File: src/rtl/dmc_pkg.sv
// ----------------------------------------------------------------------------
// dmc_pkg
// Shared types, status codes and constants for the direct-mapped cache lookup.
// ----------------------------------------------------------------------------
package dmc_pkg;

  // fixed field widths
  localparam int ADDR_W  = 16;
  localparam int DATA_W  = 8;
  localparam int COUNT_W = 64;

  // result status codes
  typedef enum logic [1:0] {
    ST_HIT   = 2'd0,
    ST_MISS  = 2'd1,
    ST_RANGE = 2'd2
  } status_t;

  // line memory clearing sequencer states
  typedef enum logic {
    INIT_CLEAR,
    INIT_DONE
  } init_state_t;

  // clearing sequencer status toward the top level
  typedef struct packed {
    logic active;
    logic wr_en;
  } init_ctl_t;

  // backing store contents: byte i holds (i + 1) mod 256
  function automatic logic [DATA_W-1:0] store_byte(input logic [ADDR_W-1:0] addr);
    return addr[DATA_W-1:0] + DATA_W'(1);
  endfunction

endpackage

File: src/rtl/dmc_init.sv
// ----------------------------------------------------------------------------
// dmc_init
// Post-reset sweep that writes every line of the line memory as invalid.
// ----------------------------------------------------------------------------
module dmc_init #(
  parameter int INDEX_BITS = 10
) (
  input  logic                    clk,
  input  logic                    rst_n,
  output dmc_pkg::init_ctl_t      ctl,
  output logic [INDEX_BITS-1:0]   clr_index
);

  import dmc_pkg::*;

  init_state_t           state_r;
  init_state_t           state_nxt;
  logic [INDEX_BITS-1:0] idx_r;
  logic [INDEX_BITS-1:0] idx_nxt;
  logic                  last_line;

  assign last_line = (idx_r == {INDEX_BITS{1'b1}});

  // next state
  always_comb begin
    state_nxt = state_r;
    unique case (state_r)
      INIT_CLEAR: begin
        if (last_line) begin
          state_nxt = INIT_DONE;
        end
      end
      INIT_DONE: begin
        state_nxt = INIT_DONE;
      end
      default: begin
        state_nxt = INIT_CLEAR;
      end
    endcase
  end

  // outputs and sweep index
  always_comb begin
    ctl     = '0;
    idx_nxt = idx_r;
    unique case (state_r)
      INIT_CLEAR: begin
        ctl.active = 1'b1;
        ctl.wr_en  = 1'b1;
        idx_nxt    = idx_r + INDEX_BITS'(1);
      end
      INIT_DONE: begin
        ctl = '0;
      end
      default: begin
        ctl = '0;
      end
    endcase
  end

  always_ff @(posedge clk) begin
    if (!rst_n) begin
      state_r <= INIT_CLEAR;
      idx_r   <= '0;
    end else begin
      state_r <= state_nxt;
      idx_r   <= idx_nxt;
    end
  end

  assign clr_index = idx_r;

endmodule

File: config.mk
export PLATFORM = sky130hd
export DESIGN_NAME = dmc_init
export DESIGN_NICKNAME = d
export VERILOG_FILES = /design/src/rtl/dmc_pkg.sv /design/src/rtl/dmc_init.sv
export SDC_FILE = /design/constraint.sdc
export NUM_CORES = 1
export LEC_CHECK = 0
export ABC_CLOCK_PERIOD_IN_PS = 1650
export BUFFER_PORTS_ARGS = -buffer_cell sky130_fd_sc_hd__buf_2
export CORE_MARGIN = 8
export CORE_UTILIZATION = 40
export CTS_BUF_LIST = sky130_fd_sc_hd__clkbuf_8
export CTS_CLUSTER_DIAMETER = 80
export CTS_CLUSTER_SIZE = 30
export DETAILED_ROUTE_END_ITERATION = 12
export GPL_TIMING_DRIVEN = 0
export PLACE_DENSITY = 0.76
export RECOVER_POWER = 50
export SLEW_MARGIN = 5
export SYNTH_ARGS = -nofsm -noshare
export SYNTH_HDL_FRONTEND = slang
export SYNTH_SLANG_ARGS = --single-unit
File: constraint.sdc
create_clock -name clk -period 1.65 [get_ports clk]
set_input_delay 0.165 -clock clk [delete_from_list [all_inputs] [get_ports clk]]
set_output_delay 0.165 -clock clk [all_outputs]
set_load 0.005 [all_outputs]
==> flow_summary_export.csv <==
group,metric,value,unit
status,outcome,"completed",
synth,synth_edf_count,0,
clock_network,cts_tree,"done",
route,highest_layer,"met4",
finish,fillers,127,
hold_path,hp-class,"in2reg",
clock_network,numCtsBuffers,3,
clock_network,post-cts-setup-buffers,0,
global_route,grt_pass1_vias,402,
worst_setup_path,worst_setup_path_start_kind,"flip-flop",
sta,fin_crit,1.39,ns
sta,clock_skew,0.00170,ns
synth,synth_cell_type_count,24,
finish,seqCellArea,220,µm²
worst_setup_path,reg2reg_depth,4,
global_route,grt_pass1_wl,1610,µm
route,vias_per_cell,5.20,
sta,tns,0,ns
finish,multi_input_area,267,µm²
worst_setup_path,rr_endpoint,"clr_index[7]$_SDFFE_PN0N_",
job,cap_violations,0,
worst_setup_path,rrSetupSlack,0.26,ns
synth,ys_seq_elements,11,
synth,ys_seq_area_frac,0.423,
global_route,grt_overflow_total,0,
clock_network,cts-resized-gates,0,
route,drc,0,
route,routedWlPerCell,11.5,µm
worst_setup_path,cp_max_fo,8,
global_route,track_usage,0.0786,
route,wirelength,1010,µm
synth,synth-async-reset-ratio,0,
clock_network,clk_pin_slew,0.05,ns
worst_setup_path,critPathCaptureType,"flip-flop",
sta,rsz0062_at_grt,"false",
finish,areaGrowthSynthToFinish,23.8,%
finish,stdcell_count,88,
route,ant_nets,0,
placed_design,dp_hpwl,740,µm
route,dr_wl_met3,90,µm
synth,synth.avg_cell_area,9.29,µm²
pwr,power,0.574,mW
sta,finalMaxSlewViolations,0,
synth,yosysTopAreaCell,"dfxtp_1",
pwr,swShare,0.216,
route,drt-initial-drc-count,14,
placed_design,port-buffer-count,13,
synth,synth_area_leaders,"dfxtp_1 42%, mux2i_1 5.8%, xor2_1 5.0%",
pwr,p_per_area,891,nW/µm²
finish,num_antenna_cells,0,
floorplan,die_area,2710,µm²
floorplan,die_w,52.1,µm
placed_design,post-place-cells,84,
floorplan,initial_utilization,0.416,
floorplan,die_y,52.1,µm
synth,ys_top_cells_by_count,"11 x dfxtp_1, 5 x nand2_1, 5 x nor2_1",
sta,maxSlewHeadroom,0.791,
pwr,irDropWorstVdd,0.535,mV
synth,syn_nets,59,
route,drt_pass1_iterations,4,
clock_network,cts-root-buf,"clkbuf_8",
sta,finalSetupViolCount,0,
finish,final_nets,77,
clock_network,hold_buffers,0,
global_route,antenna_found_initial,0,
clock_network,cts_max_path_buffers,2,
synth,synth_most_common_cell,"dfxtp_1",
sta,fmax,717,MHz
synth,yosysWarnings,0,
pwr,pwr-share-clk,0.453,
finish,drive_gt1_frac,0.233,
floorplan,core-area,1250,µm²
global_route,grt_max_degree,10,
worst_setup_path,cp-endpoint,"clr_index[7]$_SDFFE_PN0N_",
worst_setup_path,timing.rr.start,"state_r$_SDFF_PN0_",
synth,syn_inst,56,
clock_network,insertion_delay,0.24,ns
worst_setup_path,critPathArrivalTime,1.56,ns
finish,final_util,0.514,
route,met2_length,383,µm
sta,fin_crit_sh,0.845,
sta,hold_viol,0,
floorplan,num_io_pins,14,
pwr,seq_power_share,0.495,
clock_network,cts.sinks,11,
pwr,p_leak,0.274,nW
route,vias,458,
worst_setup_path,path_class,"reg2reg",
synth,synth_top_area_frac,0.423,
clock_network,cts_max_level,1,
pwr,switching_power,0.124,mW
worst_setup_path,cp.required,1.81,ns
synth,synth_ff_type,"dfxtp_1",
floorplan,fp-row-count,13,
worst_setup_path,crit_start,"state_r$_SDFF_PN0_",
sta,tightest_slew,0.310,ns
synth,synth_area,520,µm²
placed_design,place.gp.congestion,0.727,
route,wl_met1,514,µm
pwr,p_comb_frac,0.052,
pwr,p_int,0.450,mW
[worst max-delay path: stages, from the launching register on]
cell and delay, ns:
dfxtp_1 0.30, buf_6 0.13, nand4b_4 0.21, or4_1 0.52, a21oi_1 0.15
[how the worst min path moves through the flow]
stage / start / end / slack (ns) / depth (start not counted)
global route: rst_n / clr_index[8]$_SDFFE_PN0N_ / 0.23 / 3
floorplan: rst_n / clr_index[8]$_SDFFE_PN0N_ / 0.31 / 2
detailed placement: rst_n / clr_index[8]$_SDFFE_PN0N_ / 0.46 / 3
finish: rst_n / clr_index[6]$_SDFFE_PN0N_ / 0.22 / 3
CTS: rst_n / clr_index[8]$_SDFFE_PN0N_ / 0.22 / 3
global placement: rst_n / clr_index[8]$_SDFFE_PN0N_ / 0.46 / 3
[sequential cells by signal, summed over array words and instances (netlist names)]
| name | cells |
|---|---|
| clr_index | 10 |
| state_r | 1 |
[routing by layer]
layer	track usage	up-vias
met2	0.110	17
li1	-	227
met1	0.0891	211
met4	0.0531	0
met5	0	-
met3	0.0427	3
[metrics by stage]
step                hold slack [ns]  area (µm²)  setup slack, ns
CTS                           0.218         649            0.247
floorplan                     0.311         520            0.346
global route                  0.229         644            0.161
finish                        0.217         644            0.256
global placement              0.458         604            0.281
detailed placement            0.464         604            0.255
[kinds of logic (layout without fill, tap and decap cells)]
logic type | Yosys count | after routing | share of synthesized area
compound gates | 7 | 7 | 0.0769
xor+xnor | 4 | 4 | 0.0673
fa+ha+maj | 1 | 1 | 0.0240
buf+inv | 6 | 23 | 0.0649
flops | 11 | 11 | 0.423
mux | 3 | 3 | 0.0577
simple gates | 24 | 24 | 0.286
[cell type report]
| type | instances | share of cell area |
|---|---|---|
| Buffer | 2 | 0.0291 |
| Clock buffer | 3 | 0.0641 |
| Clock inverter | 1 | 0.00583 |
| Inverter | 4 | 0.0233 |
| Multi-Input combinational cell | 39 | 0.414 |
| Sequential cell | 11 | 0.342 |
| Tap cell | 15 | 0.0291 |
| Timing Repair Buffer | 13 | 0.0932 |
[power groups by stage]
stage / clock network [mW] / registers (mW) / logic (mW)
6_report: 0.260 / 0.284 / 0.0296
2_1_floorplan: 0 / 0.289 / 0.0172
5_1_grt: 0.279 / 0.284 / 0.0335
3_3_place_gp: 0 / 0.289 / 0.0292
4_1_cts: 0.263 / 0.284 / 0.0302
3_5_place_dp: 0 / 0.289 / 0.0300
[layout by cell type (no fill, tap or decap), drive strengths merged, types with 2 or more instances in the layout]
master | netlist | final
or4 | 2 | 2
dfxtp | 11 | 11
xor2 | 3 | 3
or3 | 2 | 2
nand3 | 2 | 2
o31ai | 2 | 2
clkbuf | 0 | 6
nor4 | 2 | 2
a21oi | 4 | 4
nand2b | 2 | 2
nand2 | 5 | 5
mux2i | 3 | 3
nor2 | 5 | 5
inv | 3 | 4
nand4b | 2 | 2
buf | 2 | 12
Note: power is estimated with default switching activity, not from simulation.
