<file path="src/rtl/dmc_pkg.sv">
// ----------------------------------------------------------------------------
// dmc_pkg
// Shared types, status codes and constants for the direct-mapped cache lookup.
// ----------------------------------------------------------------------------
package dmc_pkg;

  // fixed field widths
  localparam int ADDR_W  = 16;
  localparam int DATA_W  = 8;
  localparam int COUNT_W = 64;

  // result status codes
  typedef enum logic [1:0] {
    ST_HIT   = 2'd0,
    ST_MISS  = 2'd1,
    ST_RANGE = 2'd2
  } status_t;

  // line memory clearing sequencer states
  typedef enum logic {
    INIT_CLEAR,
    INIT_DONE
  } init_state_t;

  // clearing sequencer status toward the top level
  typedef struct packed {
    logic active;
    logic wr_en;
  } init_ctl_t;

  // backing store contents: byte i holds (i + 1) mod 256
  function automatic logic [DATA_W-1:0] store_byte(input logic [ADDR_W-1:0] addr);
    return addr[DATA_W-1:0] + DATA_W'(1);
  endfunction

endpackage

</file>
<file path="src/rtl/dmc_lookup.sv">
// ----------------------------------------------------------------------------
// dmc_lookup
// Two-stage lookup pipeline: read the line, compare the tag, fill on a miss,
// count and register the result.
// ----------------------------------------------------------------------------
module dmc_lookup #(
  parameter int INDEX_BITS  = 10,
  parameter int TAG_BITS    = 3,
  parameter int STORE_DEPTH = 8192,
  parameter int ENTRY_W     = 1 + TAG_BITS + 8
) (
  input  logic                          clk,
  input  logic                          rst_n,
  input  logic                          accept,
  input  logic [dmc_pkg::ADDR_W-1:0]    address,
  output logic [INDEX_BITS-1:0]         rd_index,
  input  logic [ENTRY_W-1:0]            rd_entry,
  output logic                          wr_en,
  output logic [INDEX_BITS-1:0]         wr_index,
  output logic [ENTRY_W-1:0]            wr_entry,
  output logic                          res_strobe,
  output dmc_pkg::status_t              res_status,
  output logic [dmc_pkg::DATA_W-1:0]    res_data,
  output logic [dmc_pkg::COUNT_W-1:0]   access_total,
  output logic [dmc_pkg::COUNT_W-1:0]   hit_total,
  output logic [dmc_pkg::COUNT_W-1:0]   miss_total
);

  import dmc_pkg::*;

  localparam int CMP_W = ADDR_W + 1;

  // request decode
  logic [ADDR_W-1:0]   addr_hi;
  logic [TAG_BITS-1:0] req_tag;
  logic                req_range;

  // stage 1 registers
  logic                  s1_valid_r;
  logic [INDEX_BITS-1:0] s1_index_r;
  logic [TAG_BITS-1:0]   s1_tag_r;
  logic                  s1_range_r;
  logic [DATA_W-1:0]     s1_fill_r;

  // last fill, forwarded to a read issued on the same edge
  logic                  fwd_valid_r;
  logic [INDEX_BITS-1:0] fwd_index_r;
  logic [ENTRY_W-1:0]    fwd_entry_r;

  // stage 1 logic
  logic [ENTRY_W-1:0]  entry;
  logic                line_valid;
  logic [TAG_BITS-1:0] line_tag;
  logic [DATA_W-1:0]   line_data;
  logic                hit;
  logic                counted;

  // counters and result registers
  logic [COUNT_W-1:0] access_r, access_nxt;
  logic [COUNT_W-1:0] hit_r, hit_nxt;
  logic [COUNT_W-1:0] miss_r, miss_nxt;
  logic               strobe_r;
  status_t            status_r, status_nxt;
  logic [DATA_W-1:0]  data_r, data_nxt;

  // address split and range check
  assign addr_hi   = address >> INDEX_BITS;
  assign req_tag   = addr_hi[TAG_BITS-1:0];
  assign req_range = ({1'b0, address} >= CMP_W'(STORE_DEPTH));
  assign rd_index  = address[INDEX_BITS-1:0];

  always_ff @(posedge clk) begin
    if (!rst_n) begin
      s1_valid_r <= 1'b0;
    end else begin
      s1_valid_r <= accept;
    end
  end

  always_ff @(posedge clk) begin
    if (accept) begin
      s1_index_r <= address[INDEX_BITS-1:0];
      s1_tag_r   <= req_tag;
      s1_range_r <= req_range;
      s1_fill_r  <= store_byte(address);
    end
  end

  // pick the forwarded line when the previous fill hit the same index
  assign entry = (fwd_valid_r && (fwd_index_r == s1_index_r)) ? fwd_entry_r : rd_entry;
  assign line_valid = entry[ENTRY_W-1];
  assign line_tag   = entry[ENTRY_W-2 -: TAG_BITS];
  assign line_data  = entry[DATA_W-1:0];
  assign hit        = line_valid && (line_tag == s1_tag_r);
  assign counted    = s1_valid_r && !s1_range_r;

  // fill on a miss
  assign wr_en    = counted && !hit;
  assign wr_index = s1_index_r;
  assign wr_entry = {1'b1, s1_tag_r, s1_fill_r};

  always_ff @(posedge clk) begin
    if (!rst_n) begin
      fwd_valid_r <= 1'b0;
    end else if (wr_en) begin
      fwd_valid_r <= 1'b1;
    end
  end

  always_ff @(posedge clk) begin
    if (wr_en) begin
      fwd_index_r <= wr_index;
      fwd_entry_r <= wr_entry;
    end
  end

  // counter update and result decode
  always_comb begin
    access_nxt = access_r;
    hit_nxt    = hit_r;
    miss_nxt   = miss_r;
    status_nxt = ST_RANGE;
    data_nxt   = '0;
    if (counted) begin
      access_nxt = access_r + COUNT_W'(1);
      if (hit) begin
        hit_nxt    = hit_r + COUNT_W'(1);
        status_nxt = ST_HIT;
        data_nxt   = line_data;
      end else begin
        miss_nxt   = miss_r + COUNT_W'(1);
        status_nxt = ST_MISS;
      end
    end
  end

  always_ff @(posedge clk) begin
    if (!rst_n) begin
      access_r <= '0;
      hit_r    <= '0;
      miss_r   <= '0;
      strobe_r <= 1'b0;
    end else begin
      access_r <= access_nxt;
      hit_r    <= hit_nxt;
      miss_r   <= miss_nxt;
      strobe_r <= s1_valid_r;
    end
  end

  always_ff @(posedge clk) begin
    if (s1_valid_r) begin
      status_r <= status_nxt;
      data_r   <= data_nxt;
    end
  end

  assign res_strobe   = strobe_r;
  assign res_status   = status_r;
  assign res_data     = data_r;
  assign access_total = access_r;
  assign hit_total    = hit_r;
  assign miss_total   = miss_r;

endmodule

</file>
<file path="config.mk">
export PLATFORM = sky130hd
export DESIGN_NAME = dmc_lookup
export DESIGN_NICKNAME = d
export VERILOG_FILES = /design/src/rtl/dmc_pkg.sv /design/src/rtl/dmc_lookup.sv
export SDC_FILE = /design/constraint.sdc
export NUM_CORES = 1
export LEC_CHECK = 0
export BUFFER_PORTS_ARGS = -buffer_cell sky130_fd_sc_hd__buf_2
export CAP_MARGIN = 30
export CELL_PAD_IN_SITES_DETAIL_PLACEMENT = 0
export CELL_PAD_IN_SITES_GLOBAL_PLACEMENT = 2
export CORE_MARGIN = 4
export CORE_UTILIZATION = 32
export CTS_CLUSTER_SIZE = 10
export DETAILED_ROUTE_END_ITERATION = 6
export PLACE_DENSITY = 0.82
export SLEW_MARGIN = 20
export SYNTH_ARGS = -nofsm -noshare
export SYNTH_HDL_FRONTEND = slang
export SYNTH_SLANG_ARGS = --single-unit
</file>
<file path="constraint.sdc">
create_clock -name clk -period 3.7 [get_ports clk]
set_input_delay 0.555 -clock clk [delete_from_list [all_inputs] [get_ports clk]]
set_output_delay 0.555 -clock clk [all_outputs]
set_load 0.01 [all_outputs]
</file>
==> results of run 1 <==
## logic make-up after synthesis
logic type | Yosys count | synth area share (%)
buffers and inverters | 110 | 4.073
and+or+nand+nor | 558 | 26.85
adders and majority gates | 5 | 0.5431
xor gates and xnor gates | 84 | 6.386
other | 1 | 0.03255
AOI/OAI and AO/OA | 260 | 13.54
muxes | 10 | 0.8689
DFF | 248 | 47.70
## metal layers
layer	wire [um]	GRT usage (%)	vias to the layer above
met2	15510	26.64	301
li1	-	-	5252
met4	949	4.489	2
met3	2632	5.326	54
met5	7	0	-
met1	16420	24.40	4999
## metrics by stage
| step | area [sq um] | power (mW) |
|---|---|---|
| 5_1_grt | 14270 | 6.079 |
| 4_1_cts | 14230 | 5.941 |
| 6_report | 14270 | 5.841 |
| 2_1_floorplan | 11520 | 2.993 |
| 3_3_place_gp | 13320 | 3.094 |
| 3_5_place_dp | 13320 | 3.097 |
## cell usage in the layout (no fill, tap or decap), types with 20 or more instances in the layout
master / instances
and4_1: 26
buf_4: 28
o21ai_0: 57
a21oi_1: 111
edfxtp_1: 53
nor2_1: 95
xor2_1: 34
inv_1: 36
nand4_1: 55
and3_1: 22
o31ai_1: 52
dfxtp_1: 195
clkbuf_16: 30
buf_2: 265
nand2_1: 95
xnor2_1: 50
nor4_1: 20
or4_1: 52
nand3_1: 78
or3_1: 60
## worst min path at each step
stage	from	to	cells after the start
floorplan	fwd_valid_r	fwd_valid_r	1
global placement	s1_fill_r[3]	fwd_entry_r[3]	0
detailed placement	s1_fill_r[6]	fwd_entry_r[6]	0
CTS	address[10]	s1_tag_r[0]	1
global route	address[10]	s1_tag_r[0]	1
finish	address[10]	s1_tag_r[0]	1
## final cells by class
class / count / area (sq um)
flip-flops and latches: 248 / 5495
clock buffers: 46 / 860.8
fillers: 3669 / 21300
repair buffers: 295 / 1559
multi-input cells: 918 / 5582
clock inverters: 3 / 51.30
well taps: 461 / 576.8
inverters: 38 / 147.6
## sequential cells by signal, indices dropped and copies added, names as in the netlist
name          flops
res_strobe        1
miss_total       64
hit_total        64
s1_fill_r         8
res_data          8
s1_valid_r        1
access_total     64
s1_tag_r          3
s1_range_r        1
res_status        2
fwd_valid_r       1
fwd_entry_r      11
wr_index         10
fwd_index_r      10
## power groups by stage
stage	sequential, mW	clock [mW]	combinational [mW]
final	2.82	2.80	0.218
after floorplan	2.89	0	0.106
after global routing	2.82	3.02	0.240
after global placement	2.88	0	0.218
after CTS	2.82	2.90	0.218
after detailed placement	2.88	0	0.218
## worst max-delay path, delay by kind of cell (launching register included)
kind                   cells  cell delay (ns)
flip-flops                 1             0.42
AO/OA/AOI/OAI              2             0.56
AND/OR/NAND/NOR            2             0.43
XOR/XNOR                   1             0.19
buffers and inverters      4             0.70
## what timing repair did
item / CTS / global route
setup endpoints to repair: 0 / 1
setup buffers: 0 / 1
resized for setup: 0 / 6
==> flow_summary.ini, run 1 <==
[die]
fp.dieArea_sq_mm = 0.03910
die_y_um = 197.7
rows = 69
fp.dieW_um = 197.7
core_region_area_sq_mm = 0.03557
ioPinCount = 267
initial_core_util_pct = 32.39

[critical_path]
reg2reg_from = wr_index[0]
end_kind = primary output
path_cells = xnor2_1 -> nand4_1 -> o32a_1 -> nor3_2 -> buf_4 -> o21ai_2 -> buf_8 -> inv_1 -> buf_2
endpoint = wr_en
r2r_setup_slack_ns = 0.39
worstPathRequired_ns = 3.14
r2r_end = hit_total[27]
arrival_ns = 2.91
cp_max_fo = 29
worstSetupPathType = flop to primary output
startpoint_type = flop
rr_worst_depth = 8
critical-path-slowest-cell = o32a_1
crit_path_start = wr_index[0]
cpPeakStageDelay_ns = 0.44

[cts]
cts.path.max_buffers = 3
cts.sinks = 248
clock-root-buffer = clkbuf_16
tritoncts = done
cts-htree-levels = 1
insertion_delay_ns = 0.58
cts_buffers = 30
postCtsHoldBufs = 0
clk_pin_slew_ns = 0.06

[global_routing]
grt_antenna_before_repair = 1
gr-total-overflow = 0
grt_pass1_wl_mm = 56.39
grt_start_max_net_pins = 99
gr-usage-all-layers_pct = 17.51
grt_pass1_vias = 9860

[logic_synthesis]
syn_area_per_cell_sq_um = 9.028
synth_ff_type = dfxtp_1
yosys_warnings = 0
synth_cells = 1276
synth.area.top_cells = dfxtp_1, edfxtp_1, a21oi_1
ys_seq_area_share_pct = 47.70
ys_seq_elements = 248
synth_area_sq_mm = 0.01152
yosysTopAreaCell = dfxtp_1
yosysMostFrequentCell = dfxtp_1
synthTopCellsByCount = dfxtp_1, a21oi_1, nand2_1, nor2_1, nand3_1
syn_nets = 1312
async_flop_share_pct = 0
synth.top_cell.area_share_pct = 33.89
synth.distinct_cells = 52
synth-edff-count = 53

[power]
max-vdd-ir-drop_mv = 0.3791
pwr-share-clk_pct = 48.0
netSwitchingPower_mw = 1.329
power_density_mw_per_mm2 = 409.3
p_leak_nw = 5.270
internal-power_mw = 4.512
seq_power_share_pct = 48.3
pwr-share-comb_pct = 3.7
netSwitchingFraction_pct = 22.76

[cells_and_area]
final_core_util_pct = 40.13
area_delta_synth_final_pct = 23.89
final_cells = 2009
drive_gt1_share_pct = 22.55
num_antenna_cells = 0
nets = 1567

[min_path]
hold_class = primary input to flop

[timing]
timing.final.crit_share_pct = 93.73
finalWorstSetupSlack_ns = 0.2320
slew_headroom_pct = 34.30
min_period_ns = 3.468
whs_ns = 0.1525
setup_tns_ns = 0
fin_worst_skew_ns = 0.02729
slew_violations = 0
setup_viol = 0
worst_pin_slew_ns = 0.9819
fmax_mhz = 288.3
hold_violations = 0

[flow_run]
maxCapViolCount = 0

[outcome]
status = complete, but fails checks
violations = DRC

[placed_design]
io_buffers = 265
dp_slack_ns = 0.4611
place_inst = 1958
gp_congestion = 0.7837
hpwl_mm = 24.93

[route]
wl_per_cell_um = 17.68
routed_wl_mm = 35.53
first_pass_iters = 7
drtAntennaViolNets = 0
vias = 10610
drt_iter0_markers = 541
vias_per_cell = 5.280
drc_errors = 5
(Power assumes the default switching activity.)
==> inputs of run 2 (changes only) <==
==> constraint.sdc (replaced) <==
create_clock -name clk -period 3.7 [get_ports clk]
set_input_delay 0 -clock clk [delete_from_list [all_inputs] [get_ports clk]]
set_output_delay 0 -clock clk [all_outputs]
set_load 0.01 [all_outputs]
==> flow_summary.ini, run 2 (synthesis results as in run 1) <==
[power]
max-vdd-ir-drop_mv = 0.3590
power_density_mw_per_mm2 = 401.9
pwr-share-clk_pct = 47.4
seq_power_share_pct = 48.5
pwr-share-comb_pct = 4.1
netSwitchingFraction_pct = 22.77
netSwitchingPower_mw = 1.323
p_leak_nw = 5.341
internal-power_mw = 4.488

[die]
fp.dieW_um = 197.7
rows = 69
die_y_um = 197.7
fp.dieArea_sq_mm = 0.03910
ioPinCount = 267
initial_core_util_pct = 32.39
core_region_area_sq_mm = 0.03557

[cells_and_area]
num_antenna_cells = 0
drive_gt1_share_pct = 21.83
nFillCells = 3620
nets = 1587
area_delta_synth_final_pct = 25.50
layout_commonest_cell = buf_2
multi_input_area_sq_mm = 0.005569
layout_common_cells = buf_2, dfxtp_1, a21oi_1
regArea_sq_mm = 0.005495

[timing]
worst_pin_slew_ns = 0.7839
fmax_mhz = 304.7
min_period_ns = 3.282
setup_viol = 0
whs_ns = 0.03441
slew_violations = 0
setup_tns_ns = 0
hold_violations = 0
rsz0062_at_grt = false
slew_headroom_pct = 47.26
fin_worst_skew_ns = 0.01770
timing.final.crit_share_pct = 88.69

[outcome]
status = completed

[route]
first_pass_iters = 4
drtAntennaViolNets = 0
drc_errors = 0
wl_per_cell_um = 17.57
vias_per_cell = 5.244
vias = 10660
routed_wl_mm = 35.71
drt_iter0_markers = 551

[critical_path]
critPathTopFamily = buffers and inverters
reg2reg_from = hit_total[8]
end_kind = primary output
cp_max_fo = 42
worstPathRequired_ns = 3.70
arrival_ns = 3.28
crit_buf_inv = 4
startpoint_type = flop
r2r_setup_slack_ns = 0.54
path_cells = xnor2_1 -> nand4_1 -> a2111oi_0 -> or2_4 -> o21ai_2 -> buf_4 -> inv_1 -> buf_4 -> buf_2
critical-path-slowest-cell = a2111oi_0
worstSetupPathType = flop to primary output
path_common_cell = buf_4
crit_path_start = wr_index[6]
cpPeakStageDelay_ns = 0.50

[flow_run]
maxCapViolCount = 0

[placed_design]
hpwl_mm = 24.76
io_buffers = 265
gp_congestion = 0.7824

[cts]
cts.path.max_buffers = 3
insertion_delay_ns = 0.56
cts.sinks = 248
clock-root-buffer = clkbuf_16
clk_pin_slew_ns = 0.06
tritoncts = done
cts_buffers = 30
cts-htree-levels = 1
post-cts-setup-buffer-count = 0

[global_routing]
grt_start_max_net_pins = 82
grt_pass1_wl_mm = 56.62
grt_pass1_vias = 10090
grt_antenna_before_repair = 0
gr-usage-all-layers_pct = 17.43
gr-total-overflow = 0

[min_path]
hold_path.startpoint = rst_n
hold_class = primary input to flop
-- run 2: path summary, 6_finish.rpt --
check | cells after the start | end
worst max-delay path | 9 | wr_en
worst min-delay path | 3 | fwd_valid_r
worst max register to register | 7 | hit_total[56]
worst min register to register | 0 | fwd_entry_r[2]
-- run 2: final cells by class --
type | count | share of cell area, %
multi-input cells | 918 | 38.52
repair buffers | 315 | 12.19
flip-flops and latches | 248 | 38.01
clock inverters | 2 | 0.1471
inverters | 38 | 1.021
well taps | 461 | 3.990
clock buffers | 50 | 6.127
-- run 2: per-layer routing --
metal	wire, um	global-route usage [%]
met1	16480	24.04
met3	2567	4.645
met4	820	4.004
met5	0	0
met2	15840	27.54
-- run 2: tightest hold or removal path, delay by kind of cell --
| kind | cells | cell delay, ns |
|---|---|---|
| AOI/OAI and AO/OA | 1 | 0.17 |
| buffers and inverters | 2 | 0.37 |
-- run 2: stage by stage --
stage | cells | worst slack, ns | utilization, % | power (mW) | area [sq um]
final | 2032 | 0.4185 | 40.65 | 5.811 | 14460
after global routing | 2032 | 0.02313 | 40.65 | 6.022 | 14460
after CTS | 2030 | 0.2535 | 40.60 | 5.897 | 14440
after detailed placement | 1954 | 0.3382 | 37.37 | 3.095 | 13290
after global placement | 1954 | 0.4552 | 37.37 | 3.094 | 13290
after floorplan | 1276 | 0.6090 | - | 2.993 | 11520
-- run 2: power by group through the flow --
| stage | Clock [mW] | Sequential [mW] | Combinational (mW) |
|---|---|---|---|
| floorplan | 0 | 2.89 | 0.106 |
| global placement | 0 | 2.88 | 0.218 |
| finish | 2.75 | 2.82 | 0.236 |
| detailed placement | 0 | 2.88 | 0.217 |
| global route | 2.94 | 2.82 | 0.259 |
| CTS | 2.84 | 2.82 | 0.237 |
-- run 2: what timing repair did --
| item | CTS | global route |
|---|---|---|
| hold buffers | 24 | 0 |
| endpoints found under the setup margin | 0 | 1 |
| endpoints found under the hold margin | 53 | 0 |
| gates resized for setup | 0 | 1 |
